--- src/hdl/ffha_pkg.sv ---
package ffha_pkg;

  localparam int HEAP_BYTES   = 4096;
  localparam int HEADER_BYTES = 8;

  localparam int ADDR_W = $clog2(HEAP_BYTES);
  localparam int POS_W  = ADDR_W + 1;
  localparam int SIZE_W = ADDR_W;
  localparam int REQ_W  = 16;
  localparam int OFS_W  = 12;

  localparam logic [POS_W-1:0]  HDR_POS    = POS_W'(HEADER_BYTES);
  localparam logic [POS_W-1:0]  LAST_HDR   = POS_W'(HEAP_BYTES - HEADER_BYTES);
  localparam logic [SIZE_W-1:0] HDR_SIZE   = SIZE_W'(HEADER_BYTES);
  localparam logic [SIZE_W-1:0] FIRST_FREE = SIZE_W'(HEAP_BYTES - 2 * HEADER_BYTES);
  localparam logic [OFS_W-1:0]  HDR_OFS    = OFS_W'(HEADER_BYTES);
  localparam logic [REQ_W:0]    TWO_HDR_REQ = (REQ_W + 1)'(2 * HEADER_BYTES);
  localparam logic [REQ_W:0]    HEAP_REQ    = (REQ_W + 1)'(HEAP_BYTES);

  localparam logic FUNC_ALLOC   = 1'b0;
  localparam logic FUNC_RELEASE = 1'b1;

  typedef enum logic [1:0] {
    KIND_NONE = 2'd0,
    KIND_FREE = 2'd1,
    KIND_USED = 2'd2
  } kind_t;

  typedef enum logic [2:0] {
    STAT_OK      = 3'd0,
    STAT_TOO_BIG = 3'd1,
    STAT_ZERO    = 3'd2,
    STAT_NO_MEM  = 3'd3,
    STAT_DOUBLE  = 3'd4,
    STAT_WRONG   = 3'd5
  } status_t;

  typedef enum logic [3:0] {
    ST_CLEAR,
    ST_IDLE,
    ST_A_EV,
    ST_A_SPLIT,
    ST_R_EV,
    ST_M_RD_X,
    ST_M_EV_X,
    ST_M_EV_Y,
    ST_M_RD_Y,
    ST_M_WR_X,
    ST_DONE
  } state_t;

  typedef struct packed {
    kind_t             kind;
    logic [SIZE_W-1:0] size;
  } entry_t;

  typedef struct packed {
    logic              en;
    logic              we;
    logic [ADDR_W-1:0] addr;
    entry_t            wdata;
  } mem_req_t;

  function automatic logic hdr_fits(input logic [POS_W-1:0] p);
    return p <= LAST_HDR;
  endfunction

endpackage

--- src/hdl/ffha_if.sv ---
interface ffha_req_if;
  logic                       valid;
  logic                       ready;
  logic                       func;
  logic [ffha_pkg::REQ_W-1:0] req_size;
  logic [ffha_pkg::OFS_W-1:0] payload_offset;

  modport source(output valid, func, req_size, payload_offset, input ready);
  modport sink(input valid, func, req_size, payload_offset, output ready);
endinterface

interface ffha_rsp_if;
  logic                       valid;
  logic                       ready;
  logic [2:0]                 status;
  logic [ffha_pkg::OFS_W-1:0] alloc_offset;

  modport source(output valid, status, alloc_offset, input ready);
  modport sink(input valid, status, alloc_offset, output ready);
endinterface

--- src/hdl/ffha_ctrl.sv ---
module ffha_ctrl (
  input  logic               clk,
  input  logic               rst,
  ffha_req_if.sink           req,
  ffha_rsp_if.source         rsp,
  output ffha_pkg::mem_req_t mem,
  input  ffha_pkg::entry_t   rdata
);

  ffha_pkg::state_t                 state, state_next;
  logic [ffha_pkg::ADDR_W-1:0]      clr_cnt, clr_cnt_next;
  logic [ffha_pkg::POS_W-1:0]       pos, pos_next;
  logic [ffha_pkg::POS_W-1:0]       ypos, ypos_next;
  logic [ffha_pkg::SIZE_W-1:0]      cur_size, cur_size_next;
  logic [ffha_pkg::REQ_W-1:0]       req_len, req_len_next;
  ffha_pkg::status_t                res_status, res_status_next;
  logic [ffha_pkg::OFS_W-1:0]       res_offset, res_offset_next;
  logic                             rsp_valid, rsp_valid_next;
  ffha_pkg::status_t                rsp_status, rsp_status_next;
  logic [ffha_pkg::OFS_W-1:0]       rsp_offset, rsp_offset_next;

  logic                             acc;
  logic                             too_big, zero_req, rel_low, rel_far;
  logic [ffha_pkg::OFS_W-1:0]       rel_h;
  logic                             d_none, d_free, d_used;
  logic                             fit_ok, split_ok;
  logic [ffha_pkg::SIZE_W-1:0]      surplus;
  logic [ffha_pkg::POS_W-1:0]       blk_end, split_pos, merged, merged_end;
  logic                             blk_end_fits, pos_fits, ypos_fits, rsp_free;

  assign req.ready = (state == ffha_pkg::ST_IDLE);
  assign acc       = req.valid && req.ready;

  assign too_big  = ({1'b0, req.req_size} + ffha_pkg::TWO_HDR_REQ) > ffha_pkg::HEAP_REQ;
  assign zero_req = (req.req_size == '0);
  assign rel_low  = (req.payload_offset < ffha_pkg::HDR_OFS);
  assign rel_h    = req.payload_offset - ffha_pkg::HDR_OFS;
  assign rel_far  = !ffha_pkg::hdr_fits(ffha_pkg::POS_W'(rel_h));

  assign d_none = (rdata.kind == ffha_pkg::KIND_NONE);
  assign d_free = (rdata.kind == ffha_pkg::KIND_FREE);
  assign d_used = (rdata.kind == ffha_pkg::KIND_USED);

  // req_len stays below the heap size once the too-big check passed
  assign fit_ok   = ({(ffha_pkg::REQ_W - ffha_pkg::SIZE_W)'(0), rdata.size} >= req_len);
  assign surplus  = rdata.size - req_len[ffha_pkg::SIZE_W-1:0];
  assign split_ok = (surplus >= ffha_pkg::HDR_SIZE);

  assign blk_end    = pos + ffha_pkg::HDR_POS + {1'b0, rdata.size};
  assign split_pos  = pos + ffha_pkg::HDR_POS + {1'b0, req_len[ffha_pkg::SIZE_W-1:0]};
  assign merged     = {1'b0, cur_size} + ffha_pkg::HDR_POS + {1'b0, rdata.size};
  assign merged_end = ypos + ffha_pkg::HDR_POS + {1'b0, rdata.size};

  assign blk_end_fits = ffha_pkg::hdr_fits(blk_end);
  assign pos_fits     = ffha_pkg::hdr_fits(pos);
  assign ypos_fits    = ffha_pkg::hdr_fits(ypos);
  assign rsp_free     = !rsp_valid || rsp.ready;

  assign rsp.valid        = rsp_valid;
  assign rsp.status       = rsp_status;
  assign rsp.alloc_offset = rsp_offset;

  always_comb begin
    state_next = state;
    unique case (state)
      ffha_pkg::ST_CLEAR: begin
        if (clr_cnt == '1) state_next = ffha_pkg::ST_IDLE;
      end
      ffha_pkg::ST_IDLE: begin
        if (acc) begin
          if (req.func == ffha_pkg::FUNC_RELEASE) begin
            state_next = (rel_low || rel_far) ? ffha_pkg::ST_DONE : ffha_pkg::ST_R_EV;
          end else begin
            state_next = (too_big || zero_req) ? ffha_pkg::ST_DONE : ffha_pkg::ST_A_EV;
          end
        end
      end
      ffha_pkg::ST_A_EV: begin
        priority if (d_none) begin
          state_next = (pos == '0) ? ffha_pkg::ST_A_SPLIT : ffha_pkg::ST_DONE;
        end else if (d_free && fit_ok) begin
          state_next = split_ok ? ffha_pkg::ST_A_SPLIT : ffha_pkg::ST_DONE;
        end else if (blk_end_fits) begin
          state_next = ffha_pkg::ST_A_EV;
        end else begin
          state_next = ffha_pkg::ST_DONE;
        end
      end
      ffha_pkg::ST_A_SPLIT: state_next = ffha_pkg::ST_DONE;
      ffha_pkg::ST_R_EV: begin
        state_next = (d_used && rdata.size != '0) ? ffha_pkg::ST_M_RD_X : ffha_pkg::ST_DONE;
      end
      ffha_pkg::ST_M_RD_X: begin
        state_next = pos_fits ? ffha_pkg::ST_M_EV_X : ffha_pkg::ST_DONE;
      end
      ffha_pkg::ST_M_EV_X: begin
        priority if (d_none || !blk_end_fits) begin
          state_next = ffha_pkg::ST_DONE;
        end else if (d_free) begin
          state_next = ffha_pkg::ST_M_EV_Y;
        end else begin
          state_next = ffha_pkg::ST_M_EV_X;
        end
      end
      ffha_pkg::ST_M_EV_Y: begin
        state_next = d_free ? ffha_pkg::ST_M_RD_Y : ffha_pkg::ST_M_WR_X;
      end
      ffha_pkg::ST_M_RD_Y: begin
        state_next = ypos_fits ? ffha_pkg::ST_M_EV_Y : ffha_pkg::ST_M_WR_X;
      end
      ffha_pkg::ST_M_WR_X: state_next = ffha_pkg::ST_M_RD_X;
      ffha_pkg::ST_DONE: begin
        if (rsp_free) state_next = ffha_pkg::ST_IDLE;
      end
      default: state_next = ffha_pkg::ST_IDLE;
    endcase
  end

  always_comb begin
    mem             = '0;
    clr_cnt_next    = clr_cnt;
    pos_next        = pos;
    ypos_next       = ypos;
    cur_size_next   = cur_size;
    req_len_next    = req_len;
    res_status_next = res_status;
    res_offset_next = res_offset;
    rsp_valid_next  = rsp_valid && !rsp.ready;
    rsp_status_next = rsp_status;
    rsp_offset_next = rsp_offset;

    unique case (state)
      ffha_pkg::ST_CLEAR: begin
        mem.en       = 1'b1;
        mem.we       = 1'b1;
        mem.addr     = clr_cnt;
        mem.wdata    = '{kind: ffha_pkg::KIND_NONE, size: '0};
        clr_cnt_next = clr_cnt + 1'b1;
      end
      ffha_pkg::ST_IDLE: begin
        if (acc) begin
          req_len_next    = req.req_size;
          res_offset_next = '0;
          res_status_next = ffha_pkg::STAT_OK;
          if (req.func == ffha_pkg::FUNC_RELEASE) begin
            if (rel_low || rel_far) begin
              res_status_next = ffha_pkg::STAT_WRONG;
            end else begin
              mem.en   = 1'b1;
              mem.addr = ffha_pkg::ADDR_W'(rel_h);
              pos_next = ffha_pkg::POS_W'(rel_h);
            end
          end else begin
            priority if (too_big) begin
              res_status_next = ffha_pkg::STAT_TOO_BIG;
            end else if (zero_req) begin
              res_status_next = ffha_pkg::STAT_ZERO;
            end else begin
              mem.en   = 1'b1;
              mem.addr = '0;
              pos_next = '0;
            end
          end
        end
      end
      ffha_pkg::ST_A_EV: begin
        priority if (d_none) begin
          if (pos == '0) begin
            // empty heap: used block at zero, one free block behind it
            mem.en          = 1'b1;
            mem.we          = 1'b1;
            mem.addr        = '0;
            mem.wdata       = '{kind: ffha_pkg::KIND_USED,
                                size: req_len[ffha_pkg::SIZE_W-1:0]};
            ypos_next       = split_pos;
            cur_size_next   = ffha_pkg::FIRST_FREE - req_len[ffha_pkg::SIZE_W-1:0];
            res_status_next = ffha_pkg::STAT_OK;
            res_offset_next = ffha_pkg::HDR_OFS;
          end else begin
            res_status_next = ffha_pkg::STAT_NO_MEM;
          end
        end else if (d_free && fit_ok) begin
          mem.en          = 1'b1;
          mem.we          = 1'b1;
          mem.addr        = pos[ffha_pkg::ADDR_W-1:0];
          res_status_next = ffha_pkg::STAT_OK;
          res_offset_next = ffha_pkg::OFS_W'(pos + ffha_pkg::HDR_POS);
          if (split_ok) begin
            mem.wdata     = '{kind: ffha_pkg::KIND_USED,
                              size: req_len[ffha_pkg::SIZE_W-1:0]};
            ypos_next     = split_pos;
            cur_size_next = surplus - ffha_pkg::HDR_SIZE;
          end else begin
            mem.wdata     = '{kind: ffha_pkg::KIND_USED, size: rdata.size};
          end
        end else if (blk_end_fits) begin
          mem.en   = 1'b1;
          mem.addr = blk_end[ffha_pkg::ADDR_W-1:0];
          pos_next = blk_end;
        end else begin
          res_status_next = ffha_pkg::STAT_NO_MEM;
        end
      end
      ffha_pkg::ST_A_SPLIT: begin
        mem.en    = 1'b1;
        mem.we    = 1'b1;
        mem.addr  = ypos[ffha_pkg::ADDR_W-1:0];
        mem.wdata = '{kind: ffha_pkg::KIND_FREE, size: cur_size};
      end
      ffha_pkg::ST_R_EV: begin
        priority if (d_free) begin
          res_status_next = ffha_pkg::STAT_DOUBLE;
        end else if (d_used && rdata.size != '0) begin
          mem.en          = 1'b1;
          mem.we          = 1'b1;
          mem.addr        = pos[ffha_pkg::ADDR_W-1:0];
          mem.wdata       = '{kind: ffha_pkg::KIND_FREE, size: rdata.size};
          pos_next        = '0;
          res_status_next = ffha_pkg::STAT_OK;
        end else begin
          res_status_next = ffha_pkg::STAT_WRONG;
        end
      end
      ffha_pkg::ST_M_RD_X: begin
        if (pos_fits) begin
          mem.en   = 1'b1;
          mem.addr = pos[ffha_pkg::ADDR_W-1:0];
        end
      end
      ffha_pkg::ST_M_EV_X: begin
        if (!d_none && blk_end_fits) begin
          mem.en   = 1'b1;
          mem.addr = blk_end[ffha_pkg::ADDR_W-1:0];
          if (d_free) begin
            cur_size_next = rdata.size;
            ypos_next     = blk_end;
          end else begin
            pos_next      = blk_end;
          end
        end
      end
      ffha_pkg::ST_M_EV_Y: begin
        if (d_free) begin
          // absorb the neighbor and wipe its header
          mem.en        = 1'b1;
          mem.we        = 1'b1;
          mem.addr      = ypos[ffha_pkg::ADDR_W-1:0];
          mem.wdata     = '{kind: ffha_pkg::KIND_NONE, size: '0};
          cur_size_next = merged[ffha_pkg::SIZE_W-1:0];
          ypos_next     = merged_end;
        end
      end
      ffha_pkg::ST_M_RD_Y: begin
        if (ypos_fits) begin
          mem.en   = 1'b1;
          mem.addr = ypos[ffha_pkg::ADDR_W-1:0];
        end
      end
      ffha_pkg::ST_M_WR_X: begin
        mem.en    = 1'b1;
        mem.we    = 1'b1;
        mem.addr  = pos[ffha_pkg::ADDR_W-1:0];
        mem.wdata = '{kind: ffha_pkg::KIND_FREE, size: cur_size};
        pos_next  = pos + ffha_pkg::HDR_POS + {1'b0, cur_size};
      end
      ffha_pkg::ST_DONE: begin
        if (rsp_free) begin
          rsp_valid_next  = 1'b1;
          rsp_status_next = res_status;
          rsp_offset_next = res_offset;
        end
      end
      default: begin
        mem = '0;
      end
    endcase
  end

  always_ff @(posedge clk) begin
    if (rst) begin
      state     <= ffha_pkg::ST_CLEAR;
      clr_cnt   <= '0;
      rsp_valid <= 1'b0;
    end else begin
      state     <= state_next;
      clr_cnt   <= clr_cnt_next;
      rsp_valid <= rsp_valid_next;
    end
    pos        <= pos_next;
    ypos       <= ypos_next;
    cur_size   <= cur_size_next;
    req_len    <= req_len_next;
    res_status <= res_status_next;
    res_offset <= res_offset_next;
    rsp_status <= rsp_status_next;
    rsp_offset <= rsp_offset_next;
  end

endmodule

--- src/flat_wrapper.sv ---
// flat-port wrapper written by rule: the top's interface ports become plain ports
module ffha_ctrl_flat 
  (clk, rst, mem, rdata, req_valid, req_func, req_req_size, req_payload_offset, req_ready, rsp_valid, rsp_status, rsp_alloc_offset, rsp_ready);
  ffha_req_if req_i ();
  ffha_rsp_if rsp_i ();
  input  logic clk;
  input  logic rst;
  output ffha_pkg::mem_req_t mem;
  input  ffha_pkg::entry_t rdata;
  input wire logic [$bits(req_i.valid)-1:0] req_valid;
  input wire logic [$bits(req_i.func)-1:0] req_func;
  input wire logic [$bits(req_i.req_size)-1:0] req_req_size;
  input wire logic [$bits(req_i.payload_offset)-1:0] req_payload_offset;
  output wire logic [$bits(req_i.ready)-1:0] req_ready;
  output wire logic [$bits(rsp_i.valid)-1:0] rsp_valid;
  output wire logic [$bits(rsp_i.status)-1:0] rsp_status;
  output wire logic [$bits(rsp_i.alloc_offset)-1:0] rsp_alloc_offset;
  input wire logic [$bits(rsp_i.ready)-1:0] rsp_ready;
  assign req_i.valid = req_valid;
  assign req_i.func = req_func;
  assign req_i.req_size = req_req_size;
  assign req_i.payload_offset = req_payload_offset;
  assign req_ready = req_i.ready;
  assign rsp_valid = rsp_i.valid;
  assign rsp_status = rsp_i.status;
  assign rsp_alloc_offset = rsp_i.alloc_offset;
  assign rsp_i.ready = rsp_ready;
  ffha_ctrl u_core (.clk(clk), .rst(rst), .req(req_i), .rsp(rsp_i), .mem(mem), .rdata(rdata));
endmodule
--- config.mk ---
export PLATFORM = sky130hd
export DESIGN_NAME = ffha_ctrl_flat
export DESIGN_NICKNAME = d
export VERILOG_FILES = /design/src/hdl/ffha_pkg.sv /design/src/hdl/ffha_if.sv /design/src/hdl/ffha_ctrl.sv /design/src/flat_wrapper.sv
export SDC_FILE = /design/constraint.sdc
export NUM_CORES = 1
export LEC_CHECK = 0
export ABC_AREA = 0
export BUFFER_PORTS_ARGS = -buffer_cell sky130_fd_sc_hd__clkbuf_2
export CELL_PAD_IN_SITES_DETAIL_PLACEMENT = 1
export CELL_PAD_IN_SITES_GLOBAL_PLACEMENT = 1
export CORE_AREA = 10 10 138 171
export DETAILED_ROUTE_END_ITERATION = 16
export DIE_AREA = 0 0 148 181
export PLACE_DENSITY = 0.78
export SYNTH_ARGS = -nofsm -noshare
export SYNTH_HDL_FRONTEND = slang
export SYNTH_SLANG_ARGS = --single-unit
--- constraint.sdc ---
create_clock -name clk -period 5.7 [get_ports clk]
set_input_delay 0.57 -clock clk [delete_from_list [all_inputs] [get_ports clk]]
set_output_delay 0.57 -clock clk [all_outputs]
set_load 0.01 [all_outputs]
==> metrics.md <==
| Metric | Value |
|---|---|
| Status | `complete, no violations` |
| P&R area growth vs syn | `11.5%` |
| H-tree levels | `3` |
| Synth cell count leaders | `ha_1, edfxtp_1, nand2_1, nor2_1, xnor2_1` |
| Reg2reg setup slack | `0.97 ns` |
| Clk sinks | `101` |
| I/O pins | `92` |
| Worst EP arrival | `4.85 ns` |
| Synth Register Bits | `101` |
| Post-CTS resize count | `0` |
| DR vias | `8929` |
| Final Cycle Share | `95.1%` |
| Sw Ratio | `29.7%` |
| DR DRC count | `0` |
| Placed Cells | `1371` |
| EDFF count, synth | `84` |
| Worst r2r path cells | `12` |
| Clock buffer depth | `2` |
| # Max-Cap Violations | `0` |
| Die Ht | `181 µm` |
| Ys async rst share | `0%` |
| Number of global-route vias before repair | `9093` |
| Slowest-stage cell, CP | `edfxtp_1` |
| Die width | `148 µm` |
| WL final | `35500 µm` |
| Hold-fix buffers at CTS | `0` |
| Final nets | `1266` |
| Share of the synthesized area in the top cell type | `27.0%` |
| Post-DR wirelength/cell | `25.6 µm` |
| GRT Total Usage | `25.7%` |
| Worst Hold Depth | `1` |
| Vias per inst | `6.43` |
| Mapped Nets | `1186` |
| Adder-cell area share of the yosys netlist | `14.8%` |
| Setup Buffers After CTS | `0` |
| Clk pwr share | `37.6%` |
| CTS tree | `done` |
| Main synth FF type | `edfxtp_1` |
| Worst hold slack | `0.388 ns` |
| Design Power | `1.75 mW` |
| Worst-path maximum fanout | `10` |
| Unique masters post-synth | `80` |
| Static leakage | `4.31 nW` |
| GRT overflow | `0` |
| Hold wc startpoint | `req_req_size[15]` |
| Detail Route Antenna Nets | `0` |
| Worst Hold Class | `input port to flip-flop` |
| Simple-gate share of the synthesized area | `18.5%` |
| Root Driver | `clkbuf_16` |
| RSZ-0062 raised after global routing | `no` |
| RR Startpoint | `u_core.pos[3]` |
| Crit path time final | `5.42 ns` |
| Routability cong. | `0.941` |
| Starting Density | `46.3%` |
| Dpl cell area | `10100 µm²` |
| Warnings from Yosys | `0` |
| Antenna violations before repair | `0` |
| Crit path cell chain | `ha_1 -> xor2_1 -> ha_1 -> a21oi_1 -> nand2_1 -> o21a_2 -> xor2_1 -> nand4_1 -> o41a_4 -> and2_4 -> and2_4 -> a221o_1 -> clkbuf_2` |
| Dominant cells by area after synthesis | `edfxtp_1, ha_1, xnor2_1, dfxtp_1, nand2_1` |
| Post-place setup slack | `0.783 ns` |
| P_int | `1.23 mW` |
| Reg clk slew, reported paths | `0.08 ns` |
| Post-DP HPWL | `28200 µm` |
| Worst-margin pin slew | `1.33 ns` |
| Number of I/O port buffers | `91` |
| Final setup vio count | `0` |
| Worst Slack Setup Final | `0.279 ns` |
| Max Transition Viols Final | `0` |
| Final hold vios | `0` |
| Worst Hold Path EP | `u_core.req_len[15]` |
| Top-count cell post-synth | `ha_1` |
| Peak supply drop | `0.136 mV` |
| First-pass GRT wire length | `53600 µm` |
| Final Cell Area | `10400 µm²` |
| Crit Reg-Reg Endpoint | `u_core.pos[3]` |
| Post-route setup TNS | `0 ns` |
| Biggest area consumer among synthesized cells | `edfxtp_1` |
| Part of the power in registers | `45.6%` |
| Layout cells sized above 1 | `13.2%` |
| Clk Latency, worst-skew pair | `0.37 ns` |
| TritonCTS Buffers | `9` |
| Multiplexer area fraction after synthesis | `0.375%` |
| DRT iter0 DRCs | `635` |
| Non-Filler Instances | `1388` |
| Power Density | `168 nW/µm²` |
| Required @ worst endpoint | `5.13 ns` |
| Die Footprint | `26800 µm²` |
| Row Count | `58` |
| Synthesized instance count | `1032` |
| Sequential cell area fraction in the yosys report | `30.7%` |
| Core box area | `20200 µm²` |
| Mapped cell area | `9340 µm²` |
| FMAX | `184 MHz` |
| Largest net degree at the start of global routing | `33` |
| Final Skew | `0.00977 ns` |
| Sw power | `0.521 mW` |
| Rel. slew slack | `9.98%` |
| CP endpoint kind | `primary output` |
| Setup Crit Path Kind | `flip-flop to primary output` |
| Final core utilization | `51.6%` |
| Main combinational cell family by area after synthesis | `compound AO/OA/AOI/OAI gates` |
| Xor/xnor share of the synthesized area | `8.91%` |
| Mean Syn Cell Area | `9.05 µm²` |
| CP Launch Type | `flip-flop` |
| Comb power frac | `16.8%` |
| Worst path max stage delay | `0.54 ns` |
| TritonRoute pass-1 iters | `7` |
| Post-synthesis compound-gate area fraction | `23.2%` |
==> sequential cells by signal, summed over array words and instances, names as in the netlist <==
| signal | count |
|---|---|
| u_core.clr_cnt | 12 |
| u_core.rsp.valid | 1 |
| u_core.cur_size | 12 |
| u_core.res_offset | 12 |
| u_core.req_len | 16 |
| u_core.pos | 13 |
| u_core.res_status | 3 |
| u_core.ypos | 13 |
| u_core.state | 4 |
| u_core.rsp.alloc_offset | 12 |
| u_core.rsp.status | 3 |
==> placed cells by master (no fill, tap or decap), types with 7 or more instances in the layout <==
cell       synthesis  routed
o221ai_1          15      15
clkbuf_2           0      91
nand2b_1          12      12
or2_2              7       7
a21o_1            35      35
nand2_1           78      78
and3_1            17      17
a31oi_1           11      11
a21oi_1           55      55
a211oi_1          13      13
ha_1             101     101
a221o_1           13      13
o31ai_1            8       8
nor2b_1           18      18
edfxtp_1          84      84
clkbuf_16          0       9
xor2_1            31      31
buf_4              0      13
a22oi_1           19      19
a22o_1            12      12
o211ai_1           7       7
nand3_1           19      19
o21ai_0           48      48
nor3_1            26      25
dfxtp_1           17      17
xnor2_1           64      64
or3_1             10      10
inv_1             51      51
nor4_1            14      13
nor2_1            78      78
nand4_1           17      17
and2_1             8       8
o21a_1            10      10
==> cell families (layout without fill, tap and decap cells) <==
logic type	count (synthesis)	after routing
DFF	101	101
adders and majority gates	107	107
and+or+nand+nor	336	336
buffers and inverters	86	171
AOI/OAI and AO/OA	304	304
xor gates and xnor gates	95	95
other	0	1
muxes	3	3
==> power by group through the flow <==
| stage | clock (mW) | sequential, mW | combinational, mW |
|---|---|---|---|
| floorplan | 0 | 0.814 | 0.184 |
| global placement | 0 | 0.815 | 0.281 |
| detailed placement | 0 | 0.815 | 0.288 |
| CTS | 0.660 | 0.798 | 0.290 |
| global route | 0.686 | 0.799 | 0.319 |
| finish | 0.658 | 0.799 | 0.294 |
==> how the worst max path moves through the flow <==
stage / end / from / cells after the start
finish: mem[18] / u_core.pos[3] / 13
global route: mem[20] / u_core.pos[3] / 13
CTS: mem[16] / u_core.pos[3] / 12
detailed placement: mem[18] / u_core.pos[3] / 13
global placement: mem[27] / u_core.pos[3] / 11
floorplan: u_core.cur_size[0] / u_core.pos[3] / 13
==> worst max-delay path: cells and delay by family, from the launching register on <==
kind / cells / cell delay, ns
AOI/OAI and AO/OA: 4 / 1.39
adders and majority gates: 2 / 0.71
xor gates and xnor gates: 2 / 1.00
and+or+nand+nor: 4 / 0.69
DFF: 1 / 0.54
buffers and inverters: 1 / 0.14
==> routing by layer <==
layer  global-route usage (%)  vias to the layer above  routed length [µm]
met1                     29.8                     4427               14300
met5                        0                        -                   0
met3                     3.33                       93                1890
met4                     14.4                        0                1860
met2                     44.4                      330               17500
li1                         -                     4079                   -
==> cell type report <==
| cell class | count | area, µm² |
|---|---|---|
| fillers | 2392 | 9770 |
| repair buffers | 104 | 553 |
| diodes | 1 | 2.50 |
| clock inverters | 6 | 65.1 |
| flip-flops and latches | 101 | 2860 |
| well taps | 270 | 338 |
| inverters | 51 | 191 |
| multi-input cells | 845 | 6160 |
| clock buffers | 10 | 239 |
Power figures use the tool's default switching activity.
